<file path="src/least_loaded_node_dispatcher_defines.svh">
// assertion macros used by the dispatcher core
`ifndef LEAST_LOADED_NODE_DISPATCHER_DEFINES_SVH
`define LEAST_LOADED_NODE_DISPATCHER_DEFINES_SVH

// condition holds at every clock edge out of reset
`define LLD_ASSERT_ALWAYS(name, clk, rst, cond, msg) \
   name: assert property (@(posedge clk) disable iff (rst) (cond)) \
      else $error(msg);

// consequent holds in the same cycle as the antecedent
`define LLD_ASSERT_IMPLY(name, clk, rst, ante, cons, msg) \
   name: assert property (@(posedge clk) disable iff (rst) (ante) |-> (cons)) \
      else $error(msg);

// consequent holds in the cycle after the antecedent
`define LLD_ASSERT_NEXT(name, clk, rst, ante, cons, msg) \
   name: assert property (@(posedge clk) disable iff (rst) (ante) |=> (cons)) \
      else $error(msg);

`endif

</file>
<file path="src/lld_pkg.sv">
// types and constants of the least-loaded node dispatcher
`timescale 1ns / 1ps
`default_nettype none

package lld_pkg;

   // default table sizes
   localparam int NODE_SLOTS_DEF     = 32;
   localparam int WORKLOAD_SLOTS_DEF = 64;

   // field widths
   localparam int OP_W       = 2;
   localparam int TARGET_W   = 6;
   localparam int REPLICA_W  = 8;
   localparam int ASSIGNED_W = 7;
   localparam int RUNNING_W  = 8;
   localparam int PLACED_W   = 6;
   localparam int LEADER_W   = 6;
   localparam int EPOCH_W    = 32;

   // node load counter
   localparam int               LOAD_W   = 14;
   localparam logic [LOAD_W-1:0] LOAD_MAX = '1;

   localparam logic [EPOCH_W-1:0] EPOCH_RESET = 32'd1;

   // operation codes
   typedef enum logic [OP_W-1:0] {
      OP_REGISTER = 2'd0,
      OP_READY    = 2'd1,
      OP_SCHEDULE = 2'd2,
      OP_ELECT    = 2'd3
   } op_type;

   typedef struct packed {
      logic [OP_W-1:0]      op;
      logic [TARGET_W-1:0]  target_node;
      logic [REPLICA_W-1:0] replica_count;
   } lld_req_type;

   typedef struct packed {
      logic                  status;
      logic [ASSIGNED_W-1:0] assigned_id;
      logic [RUNNING_W-1:0]  running_count;
      logic [PLACED_W-1:0]   placed_node;
      logic [LEADER_W-1:0]   leader_node;
      logic [EPOCH_W-1:0]    epoch_value;
   } lld_rsp_type;

   // top to core: start a request, take the finished result
   typedef struct packed {
      logic start;
      logic ack;
   } lld_ctl_type;

   // core to top
   typedef struct packed {
      logic idle;
      logic done;
   } lld_stat_type;

endpackage

`default_nettype wire

</file>
<file path="src/lld_req_if.sv">
// request channel of the dispatcher
`timescale 1ns / 1ps
`default_nettype none

interface lld_req_if;
   import lld_pkg::*;

   logic                 valid;
   logic                 ready;
   logic [OP_W-1:0]      op;
   logic [TARGET_W-1:0]  target_node;
   logic [REPLICA_W-1:0] replica_count;

   modport source (output valid, output op, output target_node, output replica_count,
                   input ready);
   modport sink (input valid, input op, input target_node, input replica_count,
                 output ready);
endinterface

`default_nettype wire

</file>
<file path="src/lld_rsp_if.sv">
// response channel of the dispatcher
`timescale 1ns / 1ps
`default_nettype none

interface lld_rsp_if;
   import lld_pkg::*;

   logic                  valid;
   logic                  ready;
   logic                  status;
   logic [ASSIGNED_W-1:0] assigned_id;
   logic [RUNNING_W-1:0]  running_count;
   logic [PLACED_W-1:0]   placed_node;
   logic [LEADER_W-1:0]   leader_node;
   logic [EPOCH_W-1:0]    epoch_value;

   modport source (output valid, output status, output assigned_id, output running_count,
                   output placed_node, output leader_node, output epoch_value,
                   input ready);
   modport sink (input valid, input status, input assigned_id, input running_count,
                 input placed_node, input leader_node, input epoch_value,
                 output ready);
endinterface

`default_nettype wire

</file>
<file path="src/lld_ram.sv">
// generic single write port ram with registered read
`timescale 1ns / 1ps
`default_nettype none

module lld_ram #(
   parameter int WIDTH = 8,
   parameter int DEPTH = 32,
   localparam int ADDR_W = (DEPTH > 1) ? $clog2(DEPTH) : 1
) (
   input  wire logic              clock,
   input  wire logic              we,
   input  wire logic [ADDR_W-1:0] waddr,
   input  wire logic [WIDTH-1:0]  wdata,
   input  wire logic [ADDR_W-1:0] raddr,
   output logic      [WIDTH-1:0]  rdata
);

   logic [WIDTH-1:0] mem [DEPTH];

   // write and registered read
   always_ff @(posedge clock) begin
      if (we) begin
         mem[waddr] <= wdata;
      end
      rdata <= mem[raddr];
   end

endmodule

`default_nettype wire

</file>
<file path="src/lld_core.sv">
// dispatcher engine: node table in ram, sequencer for register, ready, schedule, elect
`timescale 1ns / 1ps
`default_nettype none
`include "least_loaded_node_dispatcher_defines.svh"

module lld_core #(
   parameter int NODE_SLOTS     = lld_pkg::NODE_SLOTS_DEF,
   parameter int WORKLOAD_SLOTS = lld_pkg::WORKLOAD_SLOTS_DEF
) (
   input  wire logic                  clock,
   input  wire logic                  reset,
   input  wire lld_pkg::lld_ctl_type  ctl,
   input  wire lld_pkg::lld_req_type  req,
   output lld_pkg::lld_stat_type      stat,
   output lld_pkg::lld_rsp_type       rsp
);
   import lld_pkg::*;

   localparam int IDX_W   = (NODE_SLOTS > 1) ? $clog2(NODE_SLOTS) : 1;
   localparam int CNT_W   = $clog2(NODE_SLOTS + 1);
   localparam int WL_W    = $clog2(WORKLOAD_SLOTS + 1);
   localparam int CMP_W   = (CNT_W > TARGET_W) ? CNT_W : TARGET_W;
   localparam int ENTRY_W = LOAD_W + 1;
   localparam logic [CNT_W-1:0] NODE_MAX = CNT_W'(NODE_SLOTS);
   localparam logic [WL_W-1:0]  WL_MAX   = WL_W'(WORKLOAD_SLOTS);

   typedef enum logic [2:0] {
      S_IDLE,
      S_MARK_RD,
      S_MARK_WR,
      S_SCAN,
      S_UPDATE,
      S_RESULT
   } state_type;

   // control state
   state_type             state_ff, state_in;
   logic [CNT_W-1:0]      node_total_ff, node_total_in;
   logic [WL_W-1:0]       workload_total_ff, workload_total_in;
   logic                  leader_ff, leader_in;
   logic [EPOCH_W-1:0]    epoch_ff, epoch_in;
   logic [REPLICA_W-1:0]  rep_left_ff, rep_left_in;
   logic [CNT_W-1:0]      issue_ff, issue_in;
   logic                  pend_ff, pend_in;
   logic                  found_ff, found_in;

   // payload
   logic [IDX_W-1:0]      pend_idx_ff, pend_idx_in;
   logic [IDX_W-1:0]      best_idx_ff, best_idx_in;
   logic [LOAD_W-1:0]     best_load_ff, best_load_in;
   logic [IDX_W-1:0]      tgt_idx_ff, tgt_idx_in;
   logic                  status_ff, status_in;
   logic [ASSIGNED_W-1:0] assigned_ff, assigned_in;
   logic [RUNNING_W-1:0]  running_ff, running_in;
   logic [PLACED_W-1:0]   placed_ff, placed_in;

   // node table port
   logic                  ram_we;
   logic [IDX_W-1:0]      ram_waddr;
   logic [ENTRY_W-1:0]    ram_wdata;
   logic [IDX_W-1:0]      ram_raddr;
   logic [ENTRY_W-1:0]    ram_rdata;
   logic                  rd_ready;
   logic [LOAD_W-1:0]     rd_load;
   logic                  tgt_bad;

   // entry is {ready, load}
   lld_ram #(
      .WIDTH (ENTRY_W),
      .DEPTH (NODE_SLOTS)
   ) u_node_ram (
      .clock (clock),
      .we    (ram_we),
      .waddr (ram_waddr),
      .wdata (ram_wdata),
      .raddr (ram_raddr),
      .rdata (ram_rdata)
   );

   assign rd_ready = ram_rdata[LOAD_W];
   assign rd_load  = ram_rdata[LOAD_W-1:0];
   assign tgt_bad  = (req.target_node == '0) ||
                     (CMP_W'(req.target_node) > CMP_W'(node_total_ff));

   // sequencer next state
   always_comb begin
      state_in          = state_ff;
      node_total_in     = node_total_ff;
      workload_total_in = workload_total_ff;
      leader_in         = leader_ff;
      epoch_in          = epoch_ff;
      rep_left_in       = rep_left_ff;
      issue_in          = issue_ff;
      pend_in           = pend_ff;
      found_in          = found_ff;
      pend_idx_in       = pend_idx_ff;
      best_idx_in       = best_idx_ff;
      best_load_in      = best_load_ff;
      tgt_idx_in        = tgt_idx_ff;
      status_in         = status_ff;
      assigned_in       = assigned_ff;
      running_in        = running_ff;
      placed_in         = placed_ff;
      ram_we            = 1'b0;
      ram_waddr         = '0;
      ram_wdata         = '0;
      ram_raddr         = issue_ff[IDX_W-1:0];

      unique case (state_ff)
         S_IDLE: begin
            if (ctl.start) begin
               status_in   = 1'b0;
               assigned_in = '0;
               running_in  = '0;
               placed_in   = '0;
               state_in    = S_RESULT;
               unique case (op_type'(req.op))
                  OP_REGISTER: begin
                     if (node_total_ff == NODE_MAX) begin
                        status_in = 1'b1;
                     end else begin
                        // new node joins not ready with zero load
                        ram_we        = 1'b1;
                        ram_waddr     = node_total_ff[IDX_W-1:0];
                        ram_wdata     = '0;
                        if (node_total_ff == '0) begin
                           leader_in = 1'b1;
                        end
                        node_total_in = node_total_ff + 1'b1;
                        assigned_in   = ASSIGNED_W'(node_total_ff) + 1'b1;
                     end
                  end
                  OP_READY: begin
                     if (tgt_bad) begin
                        status_in = 1'b1;
                     end else begin
                        tgt_idx_in = IDX_W'(req.target_node - 1'b1);
                        state_in   = S_MARK_RD;
                     end
                  end
                  OP_SCHEDULE: begin
                     if (workload_total_ff == WL_MAX) begin
                        status_in = 1'b1;
                     end else begin
                        workload_total_in = workload_total_ff + 1'b1;
                        assigned_in       = ASSIGNED_W'(workload_total_ff + 1'b1);
                        rep_left_in       = req.replica_count;
                        issue_in          = '0;
                        pend_in           = 1'b0;
                        found_in          = 1'b0;
                        if (req.replica_count != '0) begin
                           state_in = S_SCAN;
                        end
                     end
                  end
                  OP_ELECT: begin
                     leader_in = (node_total_ff != '0);
                     epoch_in  = epoch_ff + 1'b1;
                  end
                  default: begin
                     status_in = 1'b1;
                  end
               endcase
            end
         end

         // mark ready: read entry, write back with ready set
         S_MARK_RD: begin
            ram_raddr = tgt_idx_ff;
            state_in  = S_MARK_WR;
         end

         S_MARK_WR: begin
            ram_we    = 1'b1;
            ram_waddr = tgt_idx_ff;
            ram_wdata = {1'b1, rd_load};
            state_in  = S_RESULT;
         end

         // stream the table out, one read per cycle, keep first strict minimum
         S_SCAN: begin
            if (pend_ff && rd_ready && (!found_ff || (rd_load < best_load_ff))) begin
               found_in     = 1'b1;
               best_load_in = rd_load;
               best_idx_in  = pend_idx_ff;
            end
            if (issue_ff != node_total_ff) begin
               ram_raddr   = issue_ff[IDX_W-1:0];
               issue_in    = issue_ff + 1'b1;
               pend_in     = 1'b1;
               pend_idx_in = issue_ff[IDX_W-1:0];
            end else begin
               pend_in  = 1'b0;
               state_in = S_UPDATE;
            end
         end

         // place one replica on the chosen node if one was found, saturating the load
         S_UPDATE: begin
            if (found_ff) begin
               ram_we     = 1'b1;
               ram_waddr  = best_idx_ff;
               ram_wdata  = {1'b1, (best_load_ff == LOAD_MAX) ? best_load_ff
                                                              : best_load_ff + 1'b1};
               running_in = running_ff + 1'b1;
               placed_in  = PLACED_W'({1'b0, best_idx_ff} + 1'b1);
            end
            rep_left_in = rep_left_ff - 1'b1;
            issue_in    = '0;
            pend_in     = 1'b0;
            found_in    = 1'b0;
            if (rep_left_ff == REPLICA_W'(1)) begin
               state_in = S_RESULT;
            end else begin
               state_in = S_SCAN;
            end
         end

         S_RESULT: begin
            if (ctl.ack) begin
               state_in = S_IDLE;
            end
         end

         default: begin
            state_in = S_IDLE;
         end
      endcase
   end

   // state and registered outputs
   always_ff @(posedge clock) begin
      if (reset) begin
         state_ff          <= S_IDLE;
         node_total_ff     <= '0;
         workload_total_ff <= '0;
         leader_ff         <= 1'b0;
         epoch_ff          <= EPOCH_RESET;
         rep_left_ff       <= '0;
         issue_ff          <= '0;
         pend_ff           <= 1'b0;
         found_ff          <= 1'b0;
      end else begin
         state_ff          <= state_in;
         node_total_ff     <= node_total_in;
         workload_total_ff <= workload_total_in;
         leader_ff         <= leader_in;
         epoch_ff          <= epoch_in;
         rep_left_ff       <= rep_left_in;
         issue_ff          <= issue_in;
         pend_ff           <= pend_in;
         found_ff          <= found_in;
      end
      pend_idx_ff  <= pend_idx_in;
      best_idx_ff  <= best_idx_in;
      best_load_ff <= best_load_in;
      tgt_idx_ff   <= tgt_idx_in;
      status_ff    <= status_in;
      assigned_ff  <= assigned_in;
      running_ff   <= running_in;
      placed_ff    <= placed_in;
   end

   // status and result
   assign stat.idle = (state_ff == S_IDLE);
   assign stat.done = (state_ff == S_RESULT);

   assign rsp.status        = status_ff;
   assign rsp.assigned_id   = assigned_ff;
   assign rsp.running_count = running_ff;
   assign rsp.placed_node   = placed_ff;
   assign rsp.leader_node   = LEADER_W'(leader_ff);
   assign rsp.epoch_value   = epoch_ff;

   // checks
   `LLD_ASSERT_ALWAYS(a_total_bound, clock, reset, node_total_ff <= NODE_MAX, "node count past table size")
   `LLD_ASSERT_IMPLY(a_scan_bound, clock, reset, state_ff == S_SCAN, issue_ff <= node_total_ff, "scan ran past node count")
   `LLD_ASSERT_NEXT(a_update_exit, clock, reset, state_ff == S_UPDATE, (state_ff == S_SCAN) || (state_ff == S_RESULT), "bad exit from placement")
   `LLD_ASSERT_NEXT(a_epoch_hold, clock, reset, !((state_ff == S_IDLE) && ctl.start && (req.op == OP_ELECT)), $stable(epoch_ff), "epoch moved without elect")

endmodule

`default_nettype wire

</file>
<file path="src/least_loaded_node_dispatcher.sv">
// least-loaded node dispatcher top level
//
// Requests arrive on req_bus (valid/ready); each carries op, target_node and
// replica_count. Every request gives exactly one beat on rsp_bus, in order.
// The node table (ready flag and 14-bit load per node) lives in a ram with a
// registered read; a sequencer walks it one entry per cycle.
// Register and elect go straight to the result; mark ready reads the entry
// and writes it back; schedule places R replicas over N registered nodes
// with one table scan plus one write back per replica.
// One request at a time: req_bus.ready is high while the sequencer is idle.
// The response sits in an output register: a new request is taken while a
// response still waits. If the receiver stalls, the next finished response is
// held in the sequencer until the output register empties.
// Reset is synchronous: node and workload counts go to zero, no leader, epoch
// one. No clearing pass is needed since entries are written when nodes join.
`timescale 1ns / 1ps
`default_nettype none

module least_loaded_node_dispatcher #(
   parameter int NODE_SLOTS     = lld_pkg::NODE_SLOTS_DEF,
   parameter int WORKLOAD_SLOTS = lld_pkg::WORKLOAD_SLOTS_DEF
) (
   input wire logic  clock,
   input wire logic  reset,
   lld_req_if.sink   req_bus,
   lld_rsp_if.source rsp_bus
);
   import lld_pkg::*;

   lld_ctl_type  core_ctl;
   lld_stat_type core_stat;
   lld_req_type  req_beat;
   lld_rsp_type  core_rsp;
   logic         out_free;
   logic         rsp_valid_ff, rsp_valid_in;
   lld_rsp_type  rsp_data_ff, rsp_data_in;

   // request beat
   assign req_beat.op            = req_bus.op;
   assign req_beat.target_node   = req_bus.target_node;
   assign req_beat.replica_count = req_bus.replica_count;
   assign req_bus.ready          = core_stat.idle;

   // handshake to the engine
   assign out_free       = !rsp_valid_ff || rsp_bus.ready;
   assign core_ctl.start = req_bus.valid && core_stat.idle;
   assign core_ctl.ack   = core_stat.done && out_free;

   lld_core #(
      .NODE_SLOTS     (NODE_SLOTS),
      .WORKLOAD_SLOTS (WORKLOAD_SLOTS)
   ) u_core (
      .clock (clock),
      .reset (reset),
      .ctl   (core_ctl),
      .req   (req_beat),
      .stat  (core_stat),
      .rsp   (core_rsp)
   );

   // output register
   always_comb begin
      rsp_valid_in = rsp_valid_ff;
      rsp_data_in  = rsp_data_ff;
      if (core_ctl.ack) begin
         rsp_valid_in = 1'b1;
         rsp_data_in  = core_rsp;
      end else if (rsp_bus.ready) begin
         rsp_valid_in = 1'b0;
      end
   end

   always_ff @(posedge clock) begin
      if (reset) begin
         rsp_valid_ff <= 1'b0;
      end else begin
         rsp_valid_ff <= rsp_valid_in;
      end
      rsp_data_ff <= rsp_data_in;
   end

   // response beat
   assign rsp_bus.valid         = rsp_valid_ff;
   assign rsp_bus.status        = rsp_data_ff.status;
   assign rsp_bus.assigned_id   = rsp_data_ff.assigned_id;
   assign rsp_bus.running_count = rsp_data_ff.running_count;
   assign rsp_bus.placed_node   = rsp_data_ff.placed_node;
   assign rsp_bus.leader_node   = rsp_data_ff.leader_node;
   assign rsp_bus.epoch_value   = rsp_data_ff.epoch_value;

endmodule

`default_nettype wire
</file>
<file path="src/flat_wrapper.sv">
// flat-port wrapper written by rule: the top's interface ports become plain ports
module least_loaded_node_dispatcher_flat import lld_pkg::*;
#(
   parameter int NODE_SLOTS     = lld_pkg::NODE_SLOTS_DEF,
   parameter int WORKLOAD_SLOTS = lld_pkg::WORKLOAD_SLOTS_DEF
)
  (clock, reset, req_bus_valid, req_bus_op, req_bus_target_node, req_bus_replica_count, req_bus_ready, rsp_bus_valid, rsp_bus_status, rsp_bus_assigned_id, rsp_bus_running_count, rsp_bus_placed_node, rsp_bus_leader_node, rsp_bus_epoch_value, rsp_bus_ready);
  lld_req_if req_bus_i ();
  lld_rsp_if rsp_bus_i ();
  input wire logic clock;
  input wire logic reset;
  input wire logic [$bits(req_bus_i.valid)-1:0] req_bus_valid;
  input wire logic [$bits(req_bus_i.op)-1:0] req_bus_op;
  input wire logic [$bits(req_bus_i.target_node)-1:0] req_bus_target_node;
  input wire logic [$bits(req_bus_i.replica_count)-1:0] req_bus_replica_count;
  output wire logic [$bits(req_bus_i.ready)-1:0] req_bus_ready;
  output wire logic [$bits(rsp_bus_i.valid)-1:0] rsp_bus_valid;
  output wire logic [$bits(rsp_bus_i.status)-1:0] rsp_bus_status;
  output wire logic [$bits(rsp_bus_i.assigned_id)-1:0] rsp_bus_assigned_id;
  output wire logic [$bits(rsp_bus_i.running_count)-1:0] rsp_bus_running_count;
  output wire logic [$bits(rsp_bus_i.placed_node)-1:0] rsp_bus_placed_node;
  output wire logic [$bits(rsp_bus_i.leader_node)-1:0] rsp_bus_leader_node;
  output wire logic [$bits(rsp_bus_i.epoch_value)-1:0] rsp_bus_epoch_value;
  input wire logic [$bits(rsp_bus_i.ready)-1:0] rsp_bus_ready;
  assign req_bus_i.valid = req_bus_valid;
  assign req_bus_i.op = req_bus_op;
  assign req_bus_i.target_node = req_bus_target_node;
  assign req_bus_i.replica_count = req_bus_replica_count;
  assign req_bus_ready = req_bus_i.ready;
  assign rsp_bus_valid = rsp_bus_i.valid;
  assign rsp_bus_status = rsp_bus_i.status;
  assign rsp_bus_assigned_id = rsp_bus_i.assigned_id;
  assign rsp_bus_running_count = rsp_bus_i.running_count;
  assign rsp_bus_placed_node = rsp_bus_i.placed_node;
  assign rsp_bus_leader_node = rsp_bus_i.leader_node;
  assign rsp_bus_epoch_value = rsp_bus_i.epoch_value;
  assign rsp_bus_i.ready = rsp_bus_ready;
  least_loaded_node_dispatcher #(.NODE_SLOTS(NODE_SLOTS), .WORKLOAD_SLOTS(WORKLOAD_SLOTS)) u_core (.clock(clock), .reset(reset), .req_bus(req_bus_i), .rsp_bus(rsp_bus_i));
endmodule
</file>
<file path="config.mk">
export PLATFORM = sky130hd
export DESIGN_NAME = least_loaded_node_dispatcher_flat
export DESIGN_NICKNAME = d
export VERILOG_FILES = /design/src/lld_pkg.sv /design/src/lld_req_if.sv /design/src/lld_rsp_if.sv /design/src/lld_ram.sv /design/src/lld_core.sv /design/src/least_loaded_node_dispatcher.sv /design/src/flat_wrapper.sv
export VERILOG_INCLUDE_DIRS = /design/src /design/src/src
export SDC_FILE = /design/constraint.sdc
export NUM_CORES = 1
export LEC_CHECK = 0
export BUFFER_PORTS_ARGS = -buffer_cell sky130_fd_sc_hd__buf_2
export CAP_MARGIN = 30
export CORE_UTILIZATION = 57
export DETAILED_ROUTE_END_ITERATION = 16
export MAX_ROUTING_LAYER = met4
export PLACE_DENSITY = 0.74
export SETUP_SLACK_MARGIN = 0.02
export SYNTH_ARGS = -nofsm -noshare
export SYNTH_HDL_FRONTEND = slang
export SYNTH_SLANG_ARGS = --single-unit
</file>
<file path="constraint.sdc">
create_clock -name clock -period 6.75 [get_ports clock]
set_clock_uncertainty 0.15 [all_clocks]
set_input_delay 0.3375 -clock clock [delete_from_list [all_inputs] [get_ports clock]]
set_output_delay 0.3375 -clock clock [all_outputs]
set_load 0.01 [all_outputs]
</file>
==> run_results.csv, run 1 <==
group,metric,value,unit
run_status,outcome,"complete, no violations",
worst_setup_path,cp.arrival,4.78,ns
worst_setup_path,crit_path_end_kind,"register",
clock_tree,clk_latency,0.61,ns
detailed_routing,first_iter_violations,1961,
worst_setup_path,critical-path-top-delay-family,"simple AND/OR/NAND/NOR gates",
power,cellPowerDensity,309,nW/µm²
detailed_routing,viasPerCell,6.14,
placement,port_buffers,76,
detailed_routing,drcViolationCount,0,
timing,tightest_slew,0.972,ns
timing,setup_violations,0,
synth,syn_area,27900,µm²
worst_setup_path,crit_path_top_delay_cell,"nor3b_2",
placement,dp_hpwl,40.5,mm
timing,hold_violations,0,
grt,grt_overflow_total,0,
worst_setup_path,critPathMaxStageDelay,0.80,ns
floorplanning,die_y,223,µm
floorplanning,row_count,80,
timing,slew_headroom,35.0,%
timing,finalWorstSetupSlack,2.29,ns
power,p_leak,10.9,nW
worst_setup_path,crit_path_start_kind,"register",
grt,antenna_found_initial,0,
flow_run,max_cap_violations,0,
timing,rsz0062_at_grt,"false",
detailed_routing,vias,17400,
power,power,9.65,mW
synth,ys_ff_latch,667,
synth,ys_warn_count,0,
grt,grt_most_used_layer,"met2",
cells_and_area,fillers,3341,
clock_tree,clockBufferDepth,3,
detailed_routing,firstDrtPassIters,5,
worst_setup_path,crit_chain,"nor3b_2 > mux2i_4 > buf_4 > nand2_2 > o22ai_1 > a211oi_1 > nor4_1",
grt,grt_first_pass_wirelength,97.6,mm
detailed_routing,wl,64.2,mm
synth,synth_seq_area_share,68.9,%
synth,async_flop_share,0,%
synth,synth_cell_types,78,
grt,grtUsageMet1,37.0,%
worst_setup_path,cp.required,7.07,ns
cells_and_area,drive_above_1_share,14.0,%
clock_tree,clock-sinks,667,
floorplanning,die-area,49800,µm²
timing,timing.final.crit_share,66.0,%
synth,syn_area_per_cell,13.6,µm²
floorplanning,core-area,47900,µm²
hold_path,min_path_type,"in -> reg",
placement,routabilityCongestion,0.879,
timing,max_clock_freq,0.224,GHz
timing,period_minus_slack,4.46,ns
placement,dp_slack,2.39,ns
timing,finalSetupTns,0,ns
floorplanning,die_w,223,µm
worst_setup_path,setup.worst_path.class,"reg -> reg",
grt,grt_util_all_layers,26.8,%
grt,use_met3,5.27,%
detailed_routing,antenna_left,0,
floorplanning,start_util,58.1,%
clock_tree,cts_tree,"yes",
worst_setup_path,path_max_fanout,63,
detailed_routing,routedWlPerCell,22.6,µm
cells_and_area,syn_to_final_growth,12.2,%
synth,syn_inst,2055,
grt,grt_pass1_vias,16700,
clock_tree,numCtsBuffers,66,
grt,grtUsageMet2,39.5,%
synth,synthFlopType,"edfxtp_1",
worst_setup_path,worst-path-buf-inv,1,
clock_tree,ctsResizeCount,0,
clock_tree,cts_max_level,3,
synth,synth-edff-count,586,
grt,grt_max_degree,77,
timing,drv_slew,0,
cells_and_area,antenna_cells,0,
clock_tree,path_clk_slew,0.06,ns
clock_tree,root_buffer,"clkbuf_16",
floorplanning,io_pins,82,
power,irDropWorstVdd,0.000233,V
cells_and_area,nNetsFinal,2227,
[where the power goes]
group | leakage (nW) | internal [mW] | total (mW) | switching, mW
registers | 6.15 | 4.74 | 4.88 | 0.136
clock network | 1.01 | 2.06 | 3.59 | 1.53
logic | 3.72 | 0.361 | 1.18 | 0.823
total | 10.9 | 7.16 | 9.65 | 2.49
[registers in the layout, summed over array words and instances, names as in the netlist, 7 cells and up]
signal	count
u_core.u_core.u_node_ram.mem	480
u_core.rsp_bus.epoch_value	32
u_core.u_core.epoch_ff	32
u_core.u_core.u_node_ram.rdata	15
u_core.u_core.best_load_ff	14
u_core.rsp_bus.running_count	8
u_core.u_core.rep_left_ff	8
u_core.u_core.running_ff	8
u_core.rsp_bus.assigned_id	7
u_core.u_core.assigned_ff	7
u_core.u_core.workload_total_ff	7
[layout make-up]
type,instances,area (µm²),area share (%)
clock inverter,34,340,1.09
multi-input combinational,1224,7910,25.3
clock buffer,86,1770,5.66
sequential,667,19200,61.5
timing repair buffer,149,1030,3.30
tap,615,769,2.46
inverter,62,233,0.744
[cell usage in the layout (no fill, tap or decap), types with 35 or more instances in the layout]
master	instances
mux2i_1	131
nand2_1	262
inv_1	62
buf_4	48
nor2_1	153
edfxtp_1	586
nand3_1	89
o21ai_0	55
xor2_1	35
a21oi_1	57
xnor2_1	40
ha_1	37
buf_2	76
clkbuf_16	68
dfxtp_1	81
[tightest hold or removal path, delay by kind of cell]
kind          cells  cell delay [ns]
fa+ha+maj         1             0.16
buf+inv           1             0.13
simple gates      1             0.05
[logic make-up after synthesis]
kind of cell | after synthesis | synth area share [%]
AND/OR/NAND/NOR | 676 | 11.5
multiplexers | 141 | 5.28
flip-flops | 667 | 68.9
buffers and inverters | 168 | 3.06
adder cells (fa/ha/maj) | 37 | 1.66
XOR/XNOR | 75 | 2.36
other | 1 | 0.0135
AO/OA/AOI/OAI | 290 | 7.18
[cells in the mapped netlist (all sizes together) (3+ instances only)]
master	n	share of area, %
edfxtp	586	63
nand2	266	3.6
nor2	167	2.4
mux2i	135	5.0
nand3	89	1.6
dfxtp	81	5.8
o21ai	70	1.3
inv	62	0.83
a21oi	61	1.2
buf	58	1.6
clkbuf	48	0.65
a211oi	41	1.3
xnor2	40	1.3
ha	37	1.7
xor2	35	1.1
nand4	31	0.70
nor3	26	0.48
o22ai	25	0.56
nor4	20	0.70
a221oi	17	0.58
a22oi	17	0.46
a32oi	16	0.50
and3	15	0.34
a2111oi	13	0.43
nand2b	9	0.20
a21o	8	0.22
nor2b	8	0.18
nor3b	7	0.21
or3	7	0.16
or2	6	0.14
mux2	5	0.20
nand3b	5	0.13
or4	5	0.13
a221o	3	0.11
and4	3	0.094
o31ai	3	0.099
[through the flow]
step / std cells / hold WS (ns) / cell area (µm²) / utilization (%)
floorplan: 2059 / 0.250 / 27900 / -
global placement: 2687 / 0.256 / 28800 / 60.2
detailed placement: 2700 / 0.255 / 29000 / 60.5
CTS: 2835 / 0.0535 / 31200 / 65.2
global route: 2837 / 0.0803 / 31300 / 65.2
finish: 2837 / 0.0936 / 31300 / 65.2
[timing repair]
item | 4_1_cts | 5_1_grt
setup buffers | 0 | 0
hold buffers | 15 | 0
hold endpoints to repair | 14 | 0
[final timing paths]
path / startpoint / end / slack, ns / cells past startpoint
min reg2reg: u_core.u_core.placed_ff[0]$_SDFFCE_PP0P_ / u_core.rsp_bus.placed_node[0]$_DFFE_PP_ / 0.27 / 0
max reg2reg: u_core.u_core.state_ff[0]$_SDFFE_PP0P_ / u_core.u_core.u_node_ram.rdata[12]$_DFF_P_ / 2.29 / 7
min: req_bus_op[1] / u_core.u_core.status_ff$_DFFE_PP_ / 0.09 / 3
max: u_core.u_core.state_ff[0]$_SDFFE_PP0P_ / u_core.u_core.u_node_ram.rdata[12]$_DFF_P_ / 2.29 / 7
[per-layer routing]
metal,vias to the layer above,wire (µm)
met4,0,2270
li1,7886,-
met3,132,5910
met5,-,0
met1,8568,26700
met2,845,29400
No activity file was read; power rests on OpenSTA's default activity.
==> inputs of run 2 (changes only) <==
--- a/config.mk
+++ b/config.mk
@@ -8,10 +8,10 @@
 export LEC_CHECK = 0
 export BUFFER_PORTS_ARGS = -buffer_cell sky130_fd_sc_hd__buf_2
 export CAP_MARGIN = 30
-export CORE_UTILIZATION = 57
+export CORE_UTILIZATION = 56
 export DETAILED_ROUTE_END_ITERATION = 16
 export MAX_ROUTING_LAYER = met4
-export PLACE_DENSITY = 0.74
+export PLACE_DENSITY = 0.76
 export SETUP_SLACK_MARGIN = 0.02
 export SYNTH_ARGS = -nofsm -noshare
 export SYNTH_HDL_FRONTEND = slang
==> constraint.sdc (replaced) <==
create_clock -name clock -period 3.66 [get_ports clock]
set_clock_uncertainty 0.15 [all_clocks]
set_input_delay 0.183 -clock clock [delete_from_list [all_inputs] [get_ports clock]]
set_output_delay 0.183 -clock clock [all_outputs]
set_load 0.01 [all_outputs]
==> run_results.csv, run 2 (same netlist as run 1, synthesis figures left out) <==
group,metric,value,unit
worst_setup_path,r2r-start,"u_core.u_core.node_total_ff[1]$_SDFFE_PP0P_",
power,p_clk_share,37.1,%
worst_setup_path,rrSetupSlack,0.24,ns
hold_path,min_path_type,"in -> reg",
worst_setup_path,path_max_fanout,13,
worst_setup_path,crit_path_start_kind,"register",
cells_and_area,antenna_cells,0,
worst_setup_path,setup.worst_path.class,"reg -> reg",
timing,timing.hold.ws,0.0395,ns
timing,rsz0062_at_grt,"false",
timing,hold_violations,0,
timing,setup_violations,0,
flow_run,max_cap_violations,0,
worst_setup_path,rr_worst_depth,9,
timing,drv_slew,0,
cells_and_area,seqCellArea,19200,µm²
hold_path,hold_depth,3,
cells_and_area,top_register,"u_core.u_core.u_node_ram.mem",
detailed_routing,vias,17500,
placement,port_buffers,76,
detailed_routing,wl,65.3,mm
clock_tree,clock-sinks,667,
clock_tree,numCtsBuffers,68,
floorplanning,core-area,49100,µm²
grt,grtUsageMet1,36.0,%
worst_setup_path,cp.required,3.79,ns
cells_and_area,nNetsFinal,2275,
power,p_leak,11.1,nW
clock_tree,cts_tree,"yes",
floorplanning,row_count,81,
placement,dp_hpwl,41.3,mm
power,p_sw,4.58,mW
grt,grtUsageMet2,39.1,%
run_status,outcome,"complete, no violations",
grt,grt_most_used_layer,"met2",
power,seqPwrFrac,49.9,%
floorplanning,io_pins,82,
power,pwr-share-comb,13.0,%
detailed_routing,viasPerCell,5.96,
cells_and_area,final_common_cell,"edfxtp_1",
clock_tree,postCtsSetupRepairBufs,0,
cells_and_area,layout_common_cells,"edfxtp_1 (586), nand2_1 (262), nor2_1 (153), mux2i_1 (131), buf_4 (90)",
clock_tree,ctsResizeCount,0,
timing,period_minus_slack,3.42,ns
timing,tightest_slew,0.940,ns
floorplanning,die_y,225,µm
hold_path,hp-start,"req_bus_op[1]",
detailed_routing,first_iter_violations,2264,
worst_setup_path,r2r_end,"u_core.u_core.u_node_ram.mem[29][0]$_DFFE_PP_",
power,p_int,13.4,mW
timing,timing.final.crit_share,93.4,%
power,cellPowerDensity,567,nW/µm²
detailed_routing,firstDrtPassIters,5,
clock_tree,cts_max_level,3,
power,irDropWorstVdd,0.000336,V
worst_setup_path,crit_path_top_delay_cell,"or3b_1",
placement,routabilityCongestion,0.905,
floorplanning,die-area,50700,µm²
grt,grt_max_degree,65,
cells_and_area,largest_register_ff_count,480,
clock_tree,clockBufferDepth,3,
cells_and_area,syn_to_final_growth,13.8,%
detailed_routing,drcViolationCount,0,
grt,grt_pass1_vias,16500,
worst_setup_path,cp.arrival,3.55,ns
cells_and_area,fillers,3502,
clock_tree,clk_latency,0.59,ns
cells_and_area,drive_above_1_share,15.3,%
timing,slew_headroom,37.1,%
detailed_routing,antenna_left,0,
floorplanning,start_util,56.8,%
clock_tree,root_buffer,"clkbuf_16",
cells_and_area,final_util,64.7,%
worst_setup_path,crit_chain,"inv_1 > ha_1 > or4b_4 > o21ai_4 > nor2_4 > a21oi_2 > or3b_1 > nor2_2 > buf_4",
grt,use_met3,5.18,%
timing,max_clock_freq,0.292,GHz
cells_and_area,multiInputGateArea,7900,µm²
timing,finalSetupTns,0,ns
detailed_routing,routedWlPerCell,22.2,µm
power,swShare,25.5,%
clock_tree,path_clk_slew,0.06,ns
hold_path,whs_endpoint,"u_core.u_core.leader_ff$_SDFFE_PP0P_",
worst_setup_path,critPathMaxStageDelay,0.70,ns
grt,grt_overflow_total,0,
grt,grt_util_all_layers,26.6,%
worst_setup_path,crit_path_end_kind,"register",
grt,antenna_found_initial,0,
floorplanning,die_w,225,µm
grt,grt_first_pass_wirelength,97.4,mm
[run 2: cell count changes in the layout (fill, tap and decap cells not counted), sizes merged]
cell,change
buf,+39
clkbuf,+13
clkinv,-9
dlygate4sd3,+7
bufinv,-1
clkinvlp,+1
inv,-1
[run 2: what timing repair did]
item | 4_1_cts | 5_1_grt
hold buffers | 22 | 0
hold endpoints to repair | 18 | 0
endpoints found under the setup margin | 0 | 0
[run 2: worst max-delay path, delay by kind of cell (launching register included)]
family	cells	cell delay, ns
AO/OA/AOI/OAI	2	0.47
adder cells (fa/ha/maj)	1	0.15
buffers and inverters	2	0.37
flip-flops	1	0.37
AND/OR/NAND/NOR	4	1.60
[run 2: worst max-delay path by stage]
stage               cells past startpoint                                        start                                            end
floorplan                               8      u_core.u_core.best_load_ff[0]$_DFFE_PP_   u_core.u_core.u_node_ram.mem[0][4]$_DFFE_PP_
global placement                        9  u_core.u_core.node_total_ff[1]$_SDFFE_PP0P_  u_core.u_core.u_node_ram.mem[29][6]$_DFFE_PP_
detailed placement                      9  u_core.u_core.node_total_ff[1]$_SDFFE_PP0P_  u_core.u_core.u_node_ram.mem[29][0]$_DFFE_PP_
CTS                                     9  u_core.u_core.node_total_ff[1]$_SDFFE_PP0P_  u_core.u_core.u_node_ram.mem[29][0]$_DFFE_PP_
global route                            9  u_core.u_core.node_total_ff[1]$_SDFFE_PP0P_  u_core.u_core.u_node_ram.mem[29][0]$_DFFE_PP_
finish                                  9  u_core.u_core.node_total_ff[1]$_SDFFE_PP0P_  u_core.u_core.u_node_ram.mem[29][0]$_DFFE_PP_
[run 2: power groups by stage]
stage	Sequential (mW)	Combinational (mW)	Clock, mW
after floorplan	9.03	1.46	0
after global placement	9.11	2.20	0
after detailed placement	9.13	2.27	0
after CTS	8.97	2.30	6.75
after global routing	8.99	2.49	7.03
final	8.97	2.33	6.67
[run 2: cell type report]
cell class	count	area share, %
clock buffers	99	6.03
clock inverters	24	0.714
inverters	62	0.734
repair buffers	195	4.41
multi-input cells	1224	24.9
flip-flops and latches	667	60.6
well taps	664	2.62
[run 2: through the flow]
stage | cell area, µm² | power [mW] | instances | worst slack, ns
final | 31700 | 18.0 | 2935 | 0.240
after global routing | 31700 | 18.5 | 2935 | 0.103
after CTS | 31700 | 18.0 | 2935 | 0.257
after detailed placement | 29400 | 11.4 | 2790 | 0.285
after global placement | 29300 | 11.3 | 2788 | 0.361
after floorplan | 27900 | 10.5 | 2059 | 0.0904
[run 2: routing by layer]
metal | vias up | wire (µm)
li1 | 7969 | -
met1 | 8506 | 26700
met2 | 849 | 29600
met3 | 155 | 6230
met4 | 0 | 2800
met5 | - | 0
